<file path="config.mk">
export PLATFORM = sky130hd
export DESIGN_NAME = infix_add_sub_evaluator_unit_flat
export DESIGN_NICKNAME = d
export VERILOG_FILES = /design/src/rtl/iase_pkg.sv /design/src/rtl/iase_stream_if.sv /design/src/rtl/infix_add_sub_evaluator_unit.sv /design/src/flat_wrapper.sv
export SDC_FILE = /design/constraint.sdc
export NUM_CORES = 2
export LEC_CHECK = 0
export BUFFER_PORTS_ARGS = -buffer_cell sky130_fd_sc_hd__buf_2
export CAP_MARGIN = 25
export CORE_AREA = 2 2 366 405
export DETAILED_ROUTE_END_ITERATION = 8
export DIE_AREA = 0 0 368 407
export SKIP_CTS_REPAIR_TIMING = 1
export SYNTH_ARGS = -nofsm -noshare
export SYNTH_HDL_FRONTEND = slang
export SYNTH_SLANG_ARGS = --single-unit
</file>
<file path="constraint.sdc">
create_clock -name clk_i -period 6.4 [get_ports clk_i]
set_input_delay 0.64 -clock clk_i [delete_from_list [all_inputs] [get_ports clk_i]]
set_output_delay 0.64 -clock clk_i [all_outputs]
set_load 0.05 [all_outputs]
</file>
<file path="src/rtl/iase_pkg.sv">
// shared types and constants of the infix add/sub evaluator
package iase_pkg;

  localparam int unsigned StackDepth = 32;
  localparam int unsigned ValueWidth = 32;
  localparam int unsigned CountW     = $clog2(StackDepth + 1);
  localparam int unsigned AddrW      = $clog2(StackDepth);
  localparam int unsigned CharW      = 8;
  localparam int unsigned OutValueW  = 32;
  localparam int unsigned ErrW       = 3;
  localparam int unsigned OpW        = 2;
  localparam int unsigned ClassW     = 2;

  localparam logic [ValueWidth-1:0] VSign = {1'b1, {(ValueWidth - 1){1'b0}}};
  localparam logic [ValueWidth-1:0] VMax  = ~VSign;

  typedef logic [OpW-1:0]    op_t;
  typedef logic [ClassW-1:0] class_t;
  typedef logic [ErrW-1:0]   err_t;
  typedef logic [CharW-1:0]  char_t;

  localparam op_t OpOpen = 2'd1;
  localparam op_t OpAdd  = 2'd2;
  localparam op_t OpSub  = 2'd3;

  localparam class_t ClsStart = 2'd0;
  localparam class_t ClsDigit = 2'd1;
  localparam class_t ClsParen = 2'd2;
  localparam class_t ClsOther = 2'd3;

  localparam err_t ErrNone      = 3'd0;
  localparam err_t ErrUnderflow = 3'd1;
  localparam err_t ErrOverflow  = 3'd2;
  localparam err_t ErrMulDiv    = 3'd3;
  localparam err_t ErrUnmatched = 3'd4;
  localparam err_t ErrNumber    = 3'd5;

  localparam char_t ChOpen  = 8'h28;
  localparam char_t ChClose = 8'h29;
  localparam char_t ChTimes = 8'h2a;
  localparam char_t ChPlus  = 8'h2b;
  localparam char_t ChMinus = 8'h2d;
  localparam char_t ChSlash = 8'h2f;
  localparam char_t ChZero  = 8'h30;
  localparam char_t ChNine  = 8'h39;

  typedef struct packed {
    char_t character;
    logic  last;
  } char_item_t;

  typedef struct packed {
    logic signed [OutValueW-1:0] value;
    err_t                        error;
  } result_item_t;

endpackage

</file>
<file path="src/rtl/iase_stream_if.sv">
// valid/ready channel interfaces for characters and results
interface iase_char_if;
  import iase_pkg::*;

  logic       valid;
  logic       ready;
  char_item_t data;

  modport source (output valid, output data, input ready);
  modport sink (input valid, input data, output ready);
endinterface

interface iase_result_if;
  import iase_pkg::*;

  logic         valid;
  logic         ready;
  result_item_t data;

  modport source (output valid, output data, input ready);
  modport sink (input valid, input data, output ready);
endinterface

</file>
<file path="src/rtl/infix_add_sub_evaluator_unit.sv">
// infix add/sub evaluator: two-stack sequencer with a shared adder
//
//  channel   | dir | payload                    | transaction
//  ----------+-----+----------------------------+--------------------------
//  char_i    | in  | character[7:0], last       | one expression character
//  result_o  | out | value[31:0] signed, error  | one per expression
//
// a digit or ignored character passes Fin, Min, Char and End before ready; '+', ')' and
// a binary '-' add RdOpr and Exit, and ChkOpr when an open parenthesis stops the reduce;
// an operator applied adds RdOpr, ChkOpr, Apply, ApplyB, ApplyA, one dropped stops at Apply;
// the last character adds LMin, RdOpr, Exit, Res, Out, and RdOpr, ChkOpr per open popped
// reset is asynchronous, active low; stack memories are not cleared
// a stalled result holds the output register; a second one waits in readout until taken
module infix_add_sub_evaluator_unit (
  input  logic         clk_i,
  input  logic         rst_ni,
  iase_char_if.sink     char_i,
  iase_result_if.source result_o
);
  import iase_pkg::*;

  localparam int unsigned ProdW = ValueWidth + 4;

  localparam logic [3:0] StIdle   = 4'd0;
  localparam logic [3:0] StFin    = 4'd1;
  localparam logic [3:0] StMin    = 4'd2;
  localparam logic [3:0] StChar   = 4'd3;
  localparam logic [3:0] StRdOpr  = 4'd4;
  localparam logic [3:0] StChkOpr = 4'd5;
  localparam logic [3:0] StApply  = 4'd6;
  localparam logic [3:0] StApplyB = 4'd7;
  localparam logic [3:0] StApplyA = 4'd8;
  localparam logic [3:0] StExit   = 4'd9;
  localparam logic [3:0] StEnd    = 4'd10;
  localparam logic [3:0] StLMin   = 4'd11;
  localparam logic [3:0] StRes    = 4'd12;
  localparam logic [3:0] StOut    = 4'd13;

  localparam logic [2:0] KindSub     = 3'd0;
  localparam logic [2:0] KindAdd     = 3'd1;
  localparam logic [2:0] KindClose   = 3'd2;
  localparam logic [2:0] KindLastSub = 3'd3;
  localparam logic [2:0] KindDrain   = 3'd4;

  function automatic err_t keep_first(err_t cur, err_t e);
    return (cur == ErrNone) ? e : cur;
  endfunction

  logic [3:0]            state_q, state_d;
  logic [2:0]            kind_q, kind_d;
  char_t                 ch_q, ch_d;
  logic                  last_q, last_d;
  logic [CountW-1:0]     opnd_cnt_q, opnd_cnt_d;
  logic [CountW-1:0]     opr_cnt_q, opr_cnt_d;
  logic [ValueWidth-1:0] num_q, num_d;
  logic                  in_num_q, in_num_d;
  logic                  neg_q, neg_d;
  logic                  pend_q, pend_d;
  class_t                before_q, before_d;
  class_t                prev_q, prev_d;
  err_t                  err_q, err_d;
  op_t                   opcode_q, opcode_d;
  logic [ValueWidth-1:0] b_q, b_d;
  logic                  res_valid_q, res_valid_d;
  result_item_t          res_q, res_d;

  logic [ValueWidth-1:0] opnd_mem [StackDepth];
  op_t                   opr_mem [StackDepth];
  logic [ValueWidth-1:0] opnd_rd_q;
  op_t                   opr_rd_q;

  logic                  opnd_we, opr_we;
  logic [AddrW-1:0]      opnd_waddr, opnd_raddr, opr_waddr;
  logic [ValueWidth-1:0] opnd_wdata;
  op_t                   opr_wdata;

  logic [CountW-1:0]     opnd_cnt_m1, opnd_cnt_m2, opr_cnt_m1;
  logic                  opnd_full, opr_full, is_digit;
  logic [ProdW-1:0]      num_x10, num_next, num_limit;
  logic [ValueWidth-1:0] num_signed, alu_out;

  assign opnd_cnt_m1 = opnd_cnt_q - CountW'(1);
  assign opnd_cnt_m2 = opnd_cnt_q - CountW'(2);
  assign opr_cnt_m1  = opr_cnt_q - CountW'(1);
  assign opnd_full   = opnd_cnt_q >= CountW'(StackDepth);
  assign opr_full    = opr_cnt_q >= CountW'(StackDepth);
  assign is_digit    = (ch_q >= ChZero) && (ch_q <= ChNine);

  assign num_x10    = (ProdW'(num_q) << 3) + (ProdW'(num_q) << 1);
  assign num_next   = num_x10 + ProdW'(ch_q[3:0]);
  assign num_limit  = neg_q ? ProdW'(VSign) : ProdW'(VMax);
  assign num_signed = neg_q ? (ValueWidth'(0) - num_q) : num_q;
  assign alu_out    = (opcode_q == OpAdd) ? (opnd_rd_q + b_q) : (opnd_rd_q - b_q);

  assign char_i.ready   = (state_q == StIdle);
  assign result_o.valid = res_valid_q;
  assign result_o.data  = res_q;

  always_comb begin
    state_d     = state_q;
    kind_d      = kind_q;
    ch_d        = ch_q;
    last_d      = last_q;
    opnd_cnt_d  = opnd_cnt_q;
    opr_cnt_d   = opr_cnt_q;
    num_d       = num_q;
    in_num_d    = in_num_q;
    neg_d       = neg_q;
    pend_d      = pend_q;
    before_d    = before_q;
    prev_d      = prev_q;
    err_d       = err_q;
    opcode_d    = opcode_q;
    b_d         = b_q;
    res_valid_d = res_valid_q && !result_o.ready;
    res_d       = res_q;
    opnd_we     = 1'b0;
    opnd_waddr  = opnd_cnt_q[AddrW-1:0];
    opnd_wdata  = num_signed;
    opnd_raddr  = opnd_cnt_m1[AddrW-1:0];
    opr_we      = 1'b0;
    opr_waddr   = opr_cnt_q[AddrW-1:0];
    opr_wdata   = OpOpen;

    unique case (state_q)
      StIdle: begin
        if (char_i.valid) begin
          ch_d    = char_i.data.character;
          last_d  = char_i.data.last;
          state_d = StFin;
        end
      end
      StFin: begin
        if (!is_digit && in_num_q) begin
          if (opnd_full) begin
            err_d = keep_first(err_q, ErrOverflow);
          end else begin
            opnd_we    = 1'b1;
            opnd_cnt_d = opnd_cnt_q + CountW'(1);
          end
          in_num_d = 1'b0;
          neg_d    = 1'b0;
          num_d    = '0;
        end
        state_d = StMin;
      end
      StMin: begin
        state_d = StChar;
        if (pend_q) begin
          pend_d = 1'b0;
          if ((before_q == ClsStart) || ((before_q == ClsOther) && is_digit)) begin
            neg_d = ~neg_q;
          end else begin
            kind_d  = KindSub;
            state_d = StRdOpr;
          end
        end
      end
      StChar: begin
        state_d = StEnd;
        prev_d  = ClsOther;
        if (is_digit) begin
          in_num_d = 1'b1;
          prev_d   = ClsDigit;
          if (num_next > num_limit) begin
            num_d = num_limit[ValueWidth-1:0];
            err_d = keep_first(err_q, ErrNumber);
          end else begin
            num_d = num_next[ValueWidth-1:0];
          end
        end else begin
          case (ch_q) inside
            ChOpen: begin
              prev_d = ClsParen;
              if (opr_full) begin
                err_d = keep_first(err_q, ErrOverflow);
              end else begin
                opr_we    = 1'b1;
                opr_wdata = OpOpen;
                opr_cnt_d = opr_cnt_q + CountW'(1);
              end
            end
            ChClose: begin
              prev_d  = ClsParen;
              kind_d  = KindClose;
              state_d = StRdOpr;
            end
            ChMinus: begin
              pend_d   = 1'b1;
              before_d = prev_q;
            end
            ChPlus: begin
              kind_d  = KindAdd;
              state_d = StRdOpr;
            end
            ChTimes, ChSlash: begin
              err_d = keep_first(err_q, ErrMulDiv);
            end
            default: begin
            end
          endcase
        end
      end
      StRdOpr: begin
        state_d = (opr_cnt_q == '0) ? StExit : StChkOpr;
      end
      StChkOpr: begin
        if (kind_q == KindDrain) begin
          opr_cnt_d = opr_cnt_m1;
          opcode_d  = opr_rd_q;
          state_d   = (opr_rd_q == OpOpen) ? StRdOpr : StApply;
        end else if (opr_rd_q == OpOpen) begin
          state_d = StExit;
        end else begin
          opr_cnt_d = opr_cnt_m1;
          opcode_d  = opr_rd_q;
          state_d   = StApply;
        end
      end
      StApply: begin
        if (opnd_cnt_q < CountW'(2)) begin
          err_d   = keep_first(err_q, ErrUnderflow);
          state_d = StRdOpr;
        end else begin
          state_d = StApplyB;
        end
      end
      StApplyB: begin
        b_d        = opnd_rd_q;
        opnd_raddr = opnd_cnt_m2[AddrW-1:0];
        state_d    = StApplyA;
      end
      StApplyA: begin
        opnd_we    = 1'b1;
        opnd_waddr = opnd_cnt_m2[AddrW-1:0];
        opnd_wdata = alu_out;
        opnd_cnt_d = opnd_cnt_m1;
        state_d    = StRdOpr;
      end
      StExit: begin
        unique case (kind_q) inside
          KindSub, KindAdd, KindLastSub: begin
            if (opr_full) begin
              err_d = keep_first(err_q, ErrOverflow);
            end else begin
              opr_we    = 1'b1;
              opr_wdata = (kind_q == KindAdd) ? OpAdd : OpSub;
              opr_cnt_d = opr_cnt_q + CountW'(1);
            end
            if (kind_q == KindSub) begin
              state_d = StChar;
            end else if (kind_q == KindAdd) begin
              state_d = StEnd;
            end else begin
              kind_d  = KindDrain;
              state_d = StRdOpr;
            end
          end
          KindClose: begin
            if (opr_cnt_q == '0) begin
              err_d = keep_first(err_q, ErrUnmatched);
            end else begin
              opr_cnt_d = opr_cnt_m1;
            end
            state_d = StEnd;
          end
          default: begin
            state_d = StRes;
          end
        endcase
      end
      StEnd: begin
        if (!last_q) begin
          state_d = StIdle;
        end else begin
          if (in_num_q) begin
            if (opnd_full) begin
              err_d = keep_first(err_q, ErrOverflow);
            end else begin
              opnd_we    = 1'b1;
              opnd_cnt_d = opnd_cnt_q + CountW'(1);
            end
            in_num_d = 1'b0;
            neg_d    = 1'b0;
            num_d    = '0;
          end
          state_d = StLMin;
        end
      end
      StLMin: begin
        kind_d  = KindDrain;
        state_d = StRdOpr;
        if (pend_q) begin
          pend_d = 1'b0;
          if (before_q == ClsStart) begin
            neg_d = ~neg_q;
          end else begin
            kind_d = KindLastSub;
          end
        end
      end
      StRes: begin
        state_d = StOut;
      end
      StOut: begin
        if (!res_valid_q || result_o.ready) begin
          res_valid_d = 1'b1;
          if (opnd_cnt_q == '0) begin
            res_d.value = '0;
            res_d.error = keep_first(err_q, ErrUnderflow);
          end else begin
            res_d.value = OutValueW'(signed'(opnd_rd_q));
            res_d.error = err_q;
          end
          opnd_cnt_d = '0;
          opr_cnt_d  = '0;
          num_d      = '0;
          in_num_d   = 1'b0;
          neg_d      = 1'b0;
          pend_d     = 1'b0;
          before_d   = ClsStart;
          prev_d     = ClsStart;
          err_d      = ErrNone;
          state_d    = StIdle;
        end
      end
      default: begin
        state_d = StIdle;
      end
    endcase
  end

  always_ff @(posedge clk_i) begin
    if (opnd_we) begin
      opnd_mem[opnd_waddr] <= opnd_wdata;
    end
    opnd_rd_q <= opnd_mem[opnd_raddr];
  end

  always_ff @(posedge clk_i) begin
    if (opr_we) begin
      opr_mem[opr_waddr] <= opr_wdata;
    end
    opr_rd_q <= opr_mem[opr_cnt_m1[AddrW-1:0]];
  end

  always_ff @(posedge clk_i or negedge rst_ni) begin
    if (!rst_ni) begin
      state_q     <= StIdle;
      kind_q      <= KindDrain;
      opnd_cnt_q  <= '0;
      opr_cnt_q   <= '0;
      num_q       <= '0;
      in_num_q    <= 1'b0;
      neg_q       <= 1'b0;
      pend_q      <= 1'b0;
      before_q    <= ClsStart;
      prev_q      <= ClsStart;
      err_q       <= ErrNone;
      res_valid_q <= 1'b0;
    end else begin
      state_q     <= state_d;
      kind_q      <= kind_d;
      opnd_cnt_q  <= opnd_cnt_d;
      opr_cnt_q   <= opr_cnt_d;
      num_q       <= num_d;
      in_num_q    <= in_num_d;
      neg_q       <= neg_d;
      pend_q      <= pend_d;
      before_q    <= before_d;
      prev_q      <= prev_d;
      err_q       <= err_d;
      res_valid_q <= res_valid_d;
    end
  end

  always_ff @(posedge clk_i) begin
    ch_q     <= ch_d;
    last_q   <= last_d;
    opcode_q <= opcode_d;
    b_q      <= b_d;
    res_q    <= res_d;
  end

endmodule

</file>
<file path="src/flat_wrapper.sv">
// flat-port wrapper written by rule: the top's interface ports become plain ports
module infix_add_sub_evaluator_unit_flat import iase_pkg::*;
  (clk_i, rst_ni, char_i_valid, char_i_data, char_i_ready, result_o_valid, result_o_data, result_o_ready);
  iase_char_if char_i_i ();
  iase_result_if result_o_i ();
  input  logic clk_i;
  input  logic rst_ni;
  input wire logic [$bits(char_i_i.valid)-1:0] char_i_valid;
  input wire logic [$bits(char_i_i.data)-1:0] char_i_data;
  output wire logic [$bits(char_i_i.ready)-1:0] char_i_ready;
  output wire logic [$bits(result_o_i.valid)-1:0] result_o_valid;
  output wire logic [$bits(result_o_i.data)-1:0] result_o_data;
  input wire logic [$bits(result_o_i.ready)-1:0] result_o_ready;
  assign char_i_i.valid = char_i_valid;
  assign char_i_i.data = char_i_data;
  assign char_i_ready = char_i_i.ready;
  assign result_o_valid = result_o_i.valid;
  assign result_o_data = result_o_i.data;
  assign result_o_i.ready = result_o_ready;
  infix_add_sub_evaluator_unit u_core (.clk_i(clk_i), .rst_ni(rst_ni), .char_i(char_i_i), .result_o(result_o_i));
endmodule
</file>
### After elaboration in Yosys (flattened, before gate mapping)

Memory sizes are Yosys's and may differ from the RTL's. A register that Yosys moved wholly into a read port is not among the register bits.
Index checks and enable logic that the tools add are counted.

| word-level totals | value |
|---|---|
| bits in read-only memories | 0 |
| bits of input ports | 13 |
| memories | 2 |
| register bits after elaboration | 140 |
| memory bits (writable) | 1088 |
| bits in latches | 0 |
| output and inout bits | 37 |
| word-level logic and storage cells | 270 |

| cells by class | value |
|---|---|
| muxes and demuxes | 131 |
| shifts and indexed selects | 0 |
| $lt $le $gt $ge | 6 |
| $add $sub $neg | 10 |
| $mul | 0 |
| reduce and logical (&&, ||, !) cells | 41 |
| bitwise logic cells | 1 |
| equal/unequal tests | 61 |
| div/mod/pow operators | 0 |

Memories:

| name | words | width | read ports | clocked after memory_dff | write ports | line | text |
|---|---|---|---|---|---|---|---|
| u_core.opnd_mem | 32 | 32 | 1 | 1 | 1 | infix_add_sub_evaluator_unit.sv:67 | `logic [ValueWidth-1:0] opnd_mem [StackDepth];` |
| u_core.opr_mem | 32 | 2 | 1 | 1 | 1 | infix_add_sub_evaluator_unit.sv:68 | `op_t opr_mem [StackDepth];` |

Operators by type and width:

| cell | count |
|---|---|
| $mux 32 | 10 |
| $pmux 32 s4 | 1 |
| $mux 3 | 34 |
| $mux 6 | 11 |
| $mux 4 | 14 |
| $pmux 4 s13 | 1 |
| $eq 8x6->1 const B | 6 |
| $pmux 6 s4 | 2 |
| $add 35x33->36 | 1 |
| $add 36x4->36 | 1 |
| $gt 36x36->1 | 1 |
| $add 32x32->32 | 1 |
| $sub 1x32->32 const A | 1 |
| $sub 32x32->32 | 1 |
| $mux 1 | 30 |
| $mux 2 | 14 |
| $ne 2x1->1 const B | 13 |
| $eq 4x4->1 const B | 6 |
| $pmux 3 s6 | 1 |
| $reduce_and 6->1 | 3 |
| $eq 4x3->1 const B | 4 |
| $ne 2x2->1 const B | 8 |
| $ne 4x2->1 const B | 4 |
| $reduce_and 16->1 | 1 |
| other kinds (48) | 81 |

### Longest topological paths before layout

| logic depth | value |
|---|---|
| depth in word-level cells | 9 |
| mapped depth | 23 |
| gate-level depth less buffers | 21 |

### Worst setup path before layout

Ideal clock, no wire load.

| timing | value |
|---|---|
| path kind | register to register |
| start | reg u_core.b_q[7] |
| end | mem u_core.opnd_mem[0][31], data pin |
| stages on the path, launching flop included | 16 |
| data arrival time | 4.824 ns |
| data required time | 5.933 ns |
| path slack | 1.109 ns |
| setup time | 0.467 ns |
| clock period less this slack | 5.291 ns |
| path buffers | 1 |
| path through | edfxtp_1 > or4_1 > nor2_1 > and3_1 > nor2_1 > xor2_1 > ha_1 > clkbuf_1 > a21o_1 > a31o_2 > a221oi_1 > a21oi_1 > o221ai_1 > o21ai_1 > nor4b_1 > a211oi_1 |

| between the ends | value |
|---|---|
| longest elaborated chain between the ends | 3 |
| elaborated cells between the ends (all ways) | 4 |
| classes of those cells | add/sub (2); mux (2) |

RTL lines:

| element | line | text |
|---|---|---|
| start: declaration | infix_add_sub_evaluator_unit.sv:63 | `logic [ValueWidth-1:0] b_q, b_d;` |
| start signal: assignment | infix_add_sub_evaluator_unit.sv:381 | `b_q <= b_d;` |
| $sub 32x32->32 / $add 32x32->32 (equally long branches) | infix_add_sub_evaluator_unit.sv:93 | `assign alu_out = (opcode_q == OpAdd) ? (opnd_rd_q + b_q) : (opnd_rd_q - b_q);` |
| $mux 32 (*) | infix_add_sub_evaluator_unit.sv:93 |  |
| $mux 32 (*) | infix_add_sub_evaluator_unit.sv:125 | `unique case (state_q)` |
| net u_core.opnd_wdata[31] | infix_add_sub_evaluator_unit.sv:74 | `logic [ValueWidth-1:0] opnd_wdata;` |
| end: declaration | infix_add_sub_evaluator_unit.sv:67 |  |

Mark *: on every way through the listed nets, which the timed path passes. The rest lies on a longest branch.

### Final worst setup path

| timing | value |
|---|---|
| start | reg u_core.num_q[0] |
| end | reg u_core.num_q[17] |

| between the ends | value |
|---|---|
| longest elaborated chain between the ends | 6 |

RTL lines:

| element | line | text |
|---|---|---|
| start: declaration | infix_add_sub_evaluator_unit.sv:55 | `logic [ValueWidth-1:0] num_q, num_d;` |
| start signal: assignment | infix_add_sub_evaluator_unit.sv:366 | `num_q <= num_d;` |
| $add 35x33->36 (*) | infix_add_sub_evaluator_unit.sv:89 | `assign num_x10 = (ProdW'(num_q) << 3) + (ProdW'(num_q) << 1);` |
| $add 36x4->36 (*) | infix_add_sub_evaluator_unit.sv:90 | `assign num_next = num_x10 + ProdW'(ch_q[3:0]);` |
| $gt 36x36->1 | infix_add_sub_evaluator_unit.sv:165 | `if (num_next > num_limit) begin` |
| $mux 32 (*) | infix_add_sub_evaluator_unit.sv:165 |  |
| $mux 32 (*) | infix_add_sub_evaluator_unit.sv:162 | `if (is_digit) begin` |
| $pmux 32 s4 (*) | infix_add_sub_evaluator_unit.sv:125 |  |

Every way passes the cells marked *; elsewhere a longest branch is shown, timed or not. The select of a mux whose other input is x is not followed.
A chain may end at the register's enable or synchronous reset.

==> results.py <==
metrics = {
    "floorplanning": {
        "start_util_pct": 37.9,
        "core_region_area_sq_mm": 0.145,
        "die_w_um": 368,
        "num_rows": 147,
        "die-area_sq_mm": 0.150,
        "io_pins": 50,
        "fp.dieH_um": 407,
    },
    "timing": {
        "tightest_slew_ps": 1050,
        "fin_crit_ps": 5760,
        "max_slew_margin_pct": 29.9,
        "fin_setup_tns_ps": 0,
        "setup_violations": 0,
        "slew_viol_final": 0,
        "fin_crit_sh_pct": 89.9,
        "fmax_mhz": 174,
        "grt_setup_unrepaired": "no",
        "fin_skew_ps": 59.4,
        "finalHoldViolCount": 0,
    },
    "route": {
        "firstDrtPassIters": 5,
        "avgRoutedWirePerCell_um": 24.8,
        "drc": 0,
        "wl_mm": 136,
        "vias_per_cell": 5.57,
        "ant_nets": 0,
        "vias": 30600,
        "first_iter_violations": 3096,
    },
    "logic_synthesis": {
        "muxShareOfSynthArea_pct": 13.9,
        "yosys.area_share.adder_pct": 3.25,
        "ys.flop_type": "edfxtp_1",
        "synth_area_leaders": "edfxtp_1 64%, mux4_2 11%, ha_1 3.1%",
        "avgSynthCellArea_sq_um": 16.7,
        "netlist_instances": 3301,
        "yosys.area.top_type": "edfxtp_1",
        "synth-seq-cells": 1262,
        "synth.net_count": 3455,
        "synth_top_area_share_pct": 63.6,
        "ys_async_sr_fraction_pct": 4.91,
        "synthSimpleGateAreaFrac_pct": 5.40,
        "synth.distinct_cells": 84,
        "ys_warn_count": 0,
        "synth-edff-count": 1166,
        "syn_area_sq_mm": 0.0550,
        "synth_compound_area_share_pct": 6.35,
        "synth-xor-area-share_pct": 1.88,
        "synth_top_family_by_area": "multiplexers",
        "ys_seq_area_share_pct": 67.7,
    },
    "clocking": {
        "cts_tree": "done",
        "cts.sinks": 1262,
        "cts_max_level": 3,
        "clk_latency_ps": 760,
        "root_buffer": "clkbuf_16",
        "clkTransAtPathRegs_ps": 70,
        "clockBufferDepth": 3,
        "cts_buffers": 121,
    },
    "setup_path": {
        "worstPathCellList": "fa_1 -> ha_1 -> a211oi_1 -> o21bai_1 -> a21boi_1 -> o21ai_1 -> a2111oi_0 -> nor4b_1 -> a311oi_1 -> xnor2_1 -> ha_1 -> nand4_1 -> nor4_2 -> nand4_1 -> o211ai_1 -> a21oi_1 -> nor3_1 -> and4_4 -> and3_4 -> a221o_1",
        "critPathRequiredTime_ps": 7080,
        "critPathLaunch": "u_core.num_q[0]$_DFFE_PN0P_",
        "arrival_ps": 6430,
        "end_kind": "flip-flop",
        "slowest_stage": "fa_1",
        "cp.buffers_inverters": 0,
        "critical-path-max-stage-delay_ps": 610,
        "cp_top_family": "compound AO/OA/AOI/OAI gates",
        "critPathKind": "flip-flop to flip-flop",
        "start_kind": "flip-flop",
        "rr_startpoint": "u_core.num_q[0]$_DFFE_PN0P_",
        "path_max_fanout": 32,
    },
    "grt": {
        "grt_max_degree": 95,
        "grt_antenna_before_repair": 2,
        "track_usage_pct": 18.1,
        "first_global_vias": 30600,
        "grt_pass1_wl_mm": 201,
        "grt_overflow": 0,
    },
    "run": {
        "maxCapViolations": 0,
    },
    "power_and_ir_drop": {
        "p_leak_nw": 21.7,
        "vdd_drop_max_v": 0.000666,
        "power.density_mw_per_mm2": 524,
    },
    "cells_and_area": {
        "layout-drive-gt1-share_pct": 23.0,
        "regArea_sq_mm": 0.0372,
        "design_area_sq_mm": 0.0634,
        "multiInputGateArea_sq_mm": 0.0175,
        "area_growth_pct": 15.1,
        "nets": 3594,
        "fillers": 12700,
    },
    "hold_path": {
        "worstHoldStart": "char_i_data[8]",
        "hold_class": "primary input to flip-flop",
    },
    "placed_design": {
        "place_area_sq_mm": 0.0588,
        "place.gp.congestion": 0.868,
        "dpl.hpwl_mm": 85.2,
        "io_buffers": 49,
    },
    "run_status": {
        "status": "completed",
    },
}
==> worst reg2reg max path, stage by stage, from the launching register on <==
cell	delay, ps
dfrtp_1	460
fa_1	610
ha_1	250
a211oi_1	240
o21bai_1	160
a21boi_1	230
o21ai_1	150
a2111oi_0	440
nor4b_1	140
a311oi_1	360
xnor2_1	150
ha_1	320
nand4_1	160
nor4_2	370
nand4_1	130
o211ai_1	130
a21oi_1	80
nor3_1	260
and4_4	310
and3_4	480
a221o_1	260
==> synthesized netlist by cell type, types with 5 or more instances <==
library cell / number
o31ai_1: 24
o22ai_1: 7
or4_1: 7
inv_1: 40
and2_1: 42
a211oi_1: 14
o21bai_1: 8
a221o_1: 32
and3_1: 11
a21o_1: 29
nand2_1: 222
mux2i_1: 71
nand3b_1: 6
nand4_1: 20
o211ai_1: 45
a211o_1: 5
ha_1: 138
a21oi_1: 110
o21a_1: 6
xor2_1: 37
nor2_1: 151
dfxtp_1: 34
xnor2_1: 81
nand2b_1: 22
mux4_2: 276
o22a_1: 6
buf_2: 34
o21ai_1: 49
nor2b_1: 14
nor3_1: 38
o21ai_0: 124
or3_1: 17
edfxtp_1: 1166
clkbuf_1: 108
nor4_1: 13
a41oi_1: 5
buf_1: 17
dfrtp_1: 61
mux2_2: 66
or2_2: 5
nand3_1: 35
a31oi_1: 18
==> path summary, 6_finish.rpt <==
kind                                              endpoint  slack, ps  depth (start not counted)
setup / recovery              u_core.num_q[17]$_DFFE_PN0P_        640                         20
hold / removal                    u_core.ch_q[7]$_DFFE_PP_         70                          1
setup reg to reg              u_core.num_q[17]$_DFFE_PN0P_        640                         20
hold reg to reg                   u_core.b_q[13]$_DFFE_PP_        480                          0
max in group asynchronous         u_core.neg_q$_DFFE_PN0P_       5630                          2
min in group asynchronous  u_core.opr_cnt_q[0]$_DFFE_PN0P_        100                          2
==> layout make-up <==
type / instances / area share, %
tap: 1937 / 3.82
sequential: 1262 / 58.8
clock inverter: 93 / 2.05
timing repair buffer: 180 / 2.56
multi-input combinational: 1835 / 27.6
clock buffer: 139 / 4.98
antenna: 1 / 0.00395
inverter: 40 / 0.237
==> per-layer routing <==
metal	routed length, um	vias up	GRT usage (%)
li1	-	13500	-
met1	58000	16000	24.4
met2	67400	900	30.3
met3	7410	176	2.82
met4	3220	0	5.23
met5	0	-	0
==> cell usage in the layout (no fill, tap or decap), types with 60 or more instances in the layout <==
master / instances
buf_4: 98
nor2_1: 118
a21oi_1: 99
dfrtp_1: 60
mux4_2: 276
xnor2_1: 80
edfxtp_1: 1166
clkbuf_16: 121
nand2_1: 221
mux2i_1: 71
o21ai_0: 110
ha_1: 138
mux2_2: 66
==> state kept, by name, summed over array words and instances (netlist names), 2 cells and up <==
register / count
u_core.opr_mem: 64
u_core.opnd_rd_q: 32
u_core.err_q: 3
u_core.opcode_q: 2
u_core.opnd_mem: 1024
u_core.state_q: 4
u_core.ch_q: 8
u_core.before_q: 2
u_core.opr_cnt_q: 6
u_core.result_o.data: 35
u_core.opnd_cnt_q: 6
u_core.kind_q: 3
u_core.prev_q: 2
u_core.opr_rd_q: 2
u_core.num_q: 32
u_core.b_q: 32
==> where the power goes <==
group | total [mW] | switching (mW) | internal (mW)
sequential | 11.2 | 0.563 | 10.7
combinational | 14.1 | 8.06 | 6.03
clock | 7.89 | 3.22 | 4.67
==> cells by family (layout without fill, tap and decap cells) <==
kind of cell             count (synthesis)  count (layout)
other                                    0               1
multiplexers                           413             413
XOR/XNOR                               118             118
adder cells (fa/ha/maj)                141             141
buffers and inverters                  204             452
flip-flops                            1262            1262
AO/OA/AOI/OAI                          537             537
AND/OR/NAND/NOR                        626             626
==> through the flow <==
| step | worst slack (ps) | util (%) | hold WS, ps | cells | power [mW] |
|---|---|---|---|---|---|
| after CTS | 568 | 43.6 | 10.6 | 5482 | 33.5 |
| after global placement | 557 | 40.4 | 462 | 5240 | 25.4 |
| after detailed placement | 595 | 40.5 | 447 | 5250 | 25.6 |
| after floorplan | 1110 | - | 344 | 3301 | 21.0 |
| after global routing | 66.5 | 43.6 | 31.5 | 5486 | 34.9 |
| final | 645 | 43.6 | 71.6 | 5487 | 33.2 |
No activity file was read; power rests on OpenSTA's default activity.
